File: src/hdl/sic_pkg.sv
// Package for the SIC receiver candidate table.
// Types, status codes, op codes and register indexes. No dependencies.
`timescale 1ns / 1ps
package sic_pkg;
	localparam int MaxSignals = 8;
	localparam int PowW = 48;
	localparam int IdW = 16;
	localparam int SumW = 56;

	typedef enum logic [1:0] {
		OP_ARRIVE = 2'd0,
		OP_DECIDE = 2'd1,
		OP_TX_START = 2'd2,
		OP_TX_END = 2'd3
	} op_t;

	typedef enum logic [3:0] {
		ST_OK = 4'd0,
		ST_ASLEEP = 4'd1,
		ST_TRANSMIT = 4'd2,
		ST_UNDECODABLE = 4'd3,
		ST_WEAK = 4'd4,
		ST_CHANNEL = 4'd5,
		ST_PERIOD = 4'd6,
		ST_MODULATION = 4'd7,
		ST_FULL = 4'd8
	} status_t;

	localparam logic [2:0] REG_SLEEP = 3'd0;
	localparam logic [2:0] REG_CHANNEL = 3'd1;
	localparam logic [2:0] REG_PERIOD = 3'd2;
	localparam logic [2:0] REG_MODULATION = 3'd3;
	localparam logic [2:0] REG_SENSITIVITY = 3'd4;
	localparam logic [2:0] REG_THRESHOLD = 3'd5;

	typedef struct packed {
		logic [IdW-1:0] id;
		logic [PowW-1:0] power;
		logic [PowW-1:0] end_time;
		logic valid;
	} entry_t;

	// Commands broadcast to every cell.
	typedef struct packed {
		logic insert;
		logic expire;
		logic shift;
		logic [PowW-1:0] now;
		entry_t item;
	} cell_cmd_t;
endpackage

File: src/hdl/sic_cell.sv
// One slot of the candidate table chain.
// Depends on sic_pkg. Inserts in order, compacts on expiry, rotates for the walk.
`timescale 1ns / 1ps
module sic_cell (
	input  logic clk,
	input  logic arst_n,
	input  sic_pkg::cell_cmd_t cmd,
	input  sic_pkg::entry_t prev,
	input  logic prev_ins,
	input  sic_pkg::entry_t next,
	input  logic prev_drop,
	output sic_pkg::entry_t cur,
	output logic ins,
	output logic drop
);
	sic_pkg::entry_t e_q;
	assign cur = e_q;
	// insert point: new item is stronger than this entry, or this slot is empty
	assign ins = !e_q.valid || (e_q.power < cmd.item.power);
	// this entry or one above it vanishes during compaction
	assign drop = prev_drop || !e_q.valid || (cmd.now > e_q.end_time);

	always_ff @(posedge clk or negedge arst_n) begin
		if (!arst_n) begin
			e_q <= '0;
		end else if (cmd.insert) begin
			if (prev_ins) e_q <= prev;
			else if (ins) e_q <= cmd.item;
		end else if (cmd.expire) begin
			if (drop) e_q <= next;
		end else if (cmd.shift) begin
			e_q <= next;
		end
	end
endmodule

File: config.mk
export PLATFORM = sky130hd
export DESIGN_NAME = sic_cell
export DESIGN_NICKNAME = d
export VERILOG_FILES = /design/src/hdl/sic_pkg.sv /design/src/hdl/sic_cell.sv
export SDC_FILE = /design/constraint.sdc
export NUM_CORES = 1
export LEC_CHECK = 0
export BUFFER_PORTS_ARGS = -buffer_cell sky130_fd_sc_hd__buf_4
export CAP_MARGIN = 10
export CORE_AREA = 2 2 196 198
export CTS_BUF_LIST = sky130_fd_sc_hd__clkbuf_8
export CTS_CLUSTER_DIAMETER = 50
export DETAILED_ROUTE_END_ITERATION = 16
export DIE_AREA = 0 0 198 200
export PLACE_DENSITY = 0.62
export SYNTH_ARGS = -nofsm -noshare
export SYNTH_HDL_FRONTEND = slang
export SYNTH_SLANG_ARGS = --single-unit
File: constraint.sdc
create_clock -name clk -period 2.8 [get_ports clk]
set_input_delay 0 -clock clk [delete_from_list [all_inputs] [get_ports clk]]
set_output_delay 0 -clock clk [all_outputs]
set_load 0.02 [all_outputs]
==> flow_summary.json <==
{
  "cts_buffer_depth": 2,
  "r2r-start": "cur[95]",
  "hp-class": "input port to asynchronous set/reset pin",
  "dr.pass1.iters": 7,
  "ios": 509,
  "drt_wl_total_um": 62800,
  "period_needed_ns": 3.23,
  "rsz0062_at_grt": "yes",
  "avgSynthCellArea_um2": 8.36,
  "drive_gt1_share_pct": 51.2,
  "worst_slew_margin_rel_pct": 47.8,
  "cp-start-kind": "register",
  "power_uw": 8780,
  "finalSetupViolations": 114,
  "grt-ovfl-total": 0,
  "cts_tree": "yes",
  "failed_checks": "setup timing",
  "setup_ws_ns": -0.434,
  "nNetsFinal": 2625,
  "grt_pass1_wl_um": 84400,
  "r2r_setup_slack_ns": -0.43,
  "synth_flop_cell": "dfrtp_1",
  "clock_latency_ns": 0.48,
  "cp_slowest_cell": "a21boi_0",
  "drc": 0,
  "die_h_um": 200,
  "die_area_um2": 39600,
  "post_drt_wl_per_cell_um": 23.6,
  "end_kind": "register",
  "critPathKind": "register to register",
  "fin_util_pct": 58.4,
  "start_util_pct": 26.3,
  "ys_async_sr_fraction_pct": 100,
  "synth_top_area_share_pct": 28.8,
  "core_area_um2": 37400,
  "required_ns": 3.20,
  "max_clock_freq_ghz": 0.309,
  "worstPathCellList": "ha_4, nand4_1, nor4b_4, nand4_1, nor2_1, buf_4, o31ai_4, buf_6, buf_4, bufbuf_16, a21boi_0, o22ai_2, a22oi_2",
  "grt_use_total_pct": 27.8,
  "port_buffers": 508,
  "cpPeakStageDelay_ns": 0.49,
  "num-fill-cells": 2928,
  "crit_path_max_fanout": 17,
  "area_delta_synth_final_pct": 122,
  "max-cap-violations": 0,
  "synth-seq-cells": 113,
  "synthTopCellsByArea": "dfrtp_1, ha_1, a31o_2",
  "reg2reg_depth": 13,
  "worst_pin_slew_ns": 0.782,
  "arrival_ns": 3.63,
  "clock-sinks": 113,
  "grt_max_degree": 114,
  "hold_viol_final": 0,
  "cts.root.buffer_cell": "clkbuf_8",
  "synth_warnings": 0,
  "slew_viol_final": 0,
  "vias": 14500,
  "synth_commonest_cells": "a21oi_1, dfrtp_1, nand2_1",
  "grt_pass1_vias": 15300,
  "irDropWorstVdd_v": 0.000301,
  "yosysSeqAreaShare_pct": 28.8,
  "period_share_pct": 116,
  "antenna_left": 0,
  "synth_edf_count": 0,
  "htree_levels": 4,
  "synth_top_area_cell": "dfrtp_1",
  "ys_types": 46,
  "dr.first_iter.drc_count": 1054,
  "synthesis.nets": 1665,
  "clk_pin_slew_ns": 0.08,
  "status": "complete, but fails checks",
  "cts_buffers": 17,
  "skew_ns": 0.0142,
  "cellPowerDensity_nw_per_um2": 402,
  "die-width_um": 198,
  "gp_congestion": 0.873,
  "largest_reg_flops": 113,
  "r2r-end": "cur[81]",
  "yosysMostFrequentCell": "a21oi_1",
  "vias_per_cell": 5.46,
  "netlist_area_um2": 9830,
  "antenna_found_initial": 4,
  "syn_inst": 1176,
  "rows": 71,
  "p_leak_uw": 0.0103,
  "hpwl_um": 34000
}
area by class of cell:
cell class	instances	area (µm²)	share of cell area [%]
Sequential cell	113	2850	13.1
Clock inverter	12	186	0.854
Antenna cell	4	10.0	0.0458
Inverter	98	368	1.68
Clock buffer	20	275	1.26
Timing Repair Buffer	1040	9600	44.0
Multi-Input combinational cell	866	7910	36.2
Tap cell	511	639	2.93
per-stage QoR:
stage               hold WS (ns)  instance area [µm²]  instances  TNS, ns  worst slack (ns)
global route              0.0839                21800       2664   -26.20            -0.424
global placement          -0.140                15100       2215   -18.19            -0.334
CTS                       0.0661                20200       2628   -14.35            -0.185
finish                    0.0912                21800       2664   -16.98            -0.434
detailed placement        -0.142                15100       2215   -24.37            -0.379
floorplan                 -0.296                 9910       1176    -1.95           -0.0657
repair_timing:
item / CTS / global route
hold buffers: 342 / 0
pin swaps: 28 / 124
gates cloned: 17 / 18
endpoints found under the hold margin: 226 / 0
buffers inserted: 23 / 20
setup endpoints to repair: 115 / 115
resized for setup: 115 / 272
cells in the final DEF, fill, tap and decap left out, types with 17 or more instances in the layout:
| cell type | instances |
|---|---|
| ha_1 | 76 |
| a31o_2 | 70 |
| or3_1 | 26 |
| clkbuf_8 | 20 |
| a21oi_1 | 67 |
| dlygate4sd3_1 | 342 |
| a21oi_2 | 48 |
| nand2_1 | 44 |
| buf_4 | 622 |
| nand3_1 | 44 |
| a21boi_0 | 59 |
| dfrtp_1 | 92 |
| buf_6 | 18 |
| buf_12 | 25 |
| dfrtp_2 | 21 |
| ha_4 | 19 |
| o211a_1 | 37 |
| o22ai_2 | 17 |
| a22oi_2 | 66 |
| nand2_4 | 48 |
| mux2i_1 | 38 |
| inv_1 | 91 |
| o22ai_1 | 55 |
worst max-delay path: cells and delay by family, from the launching register on:
family	cells	cell delay (ns)
AO/OA/AOI/OAI	4	0.90
AND/OR/NAND/NOR	4	0.82
buffers and inverters	4	0.70
flip-flops	1	0.42
adder cells (fa/ha/maj)	1	0.29
kinds of logic after synthesis:
family                   count (synthesis)  synth area share, %
multiplexers                            40                 4.10
AO/OA/AOI/OAI                          486                 34.8
adder cells (fa/ha/maj)                 95                 12.1
flip-flops                             113                 28.8
buffers and inverters                  204                 8.36
AND/OR/NAND/NOR                        238                 11.9
layer usage:
| metal | vias to the layer above | GRT usage [%] | wire (µm) |
|---|---|---|---|
| li1 | 6355 | - | - |
| met1 | 6956 | 30.3 | 22600 |
| met2 | 944 | 49.3 | 31100 |
| met3 | 279 | 6.97 | 5320 |
| met4 | 0 | 16.0 | 3830 |
| met5 | - | 0 | 0 |
power breakdown:
group | switching, µW | leakage (µW) | internal (µW) | total (µW)
registers | 225 | 0.00126 | 1870 | 2090
clock network | 819 | 0.000240 | 1120 | 1940
logic | 2290 | 0.00880 | 2450 | 4750
total | 3340 | 0.0103 | 5440 | 8780
how the worst max path moves through the flow:
stage                     startpoint       to  slack [ns]
after floorplan              cur[35]  cur[34]       -0.07
after global placement       cur[51]  cur[23]       -0.33
after detailed placement     cur[51]   cur[0]       -0.38
after CTS                    cur[96]      ins       -0.19
after global routing         cur[95]  cur[81]       -0.42
final                        cur[95]  cur[81]       -0.43
No activity file was read; power rests on OpenSTA's default activity.
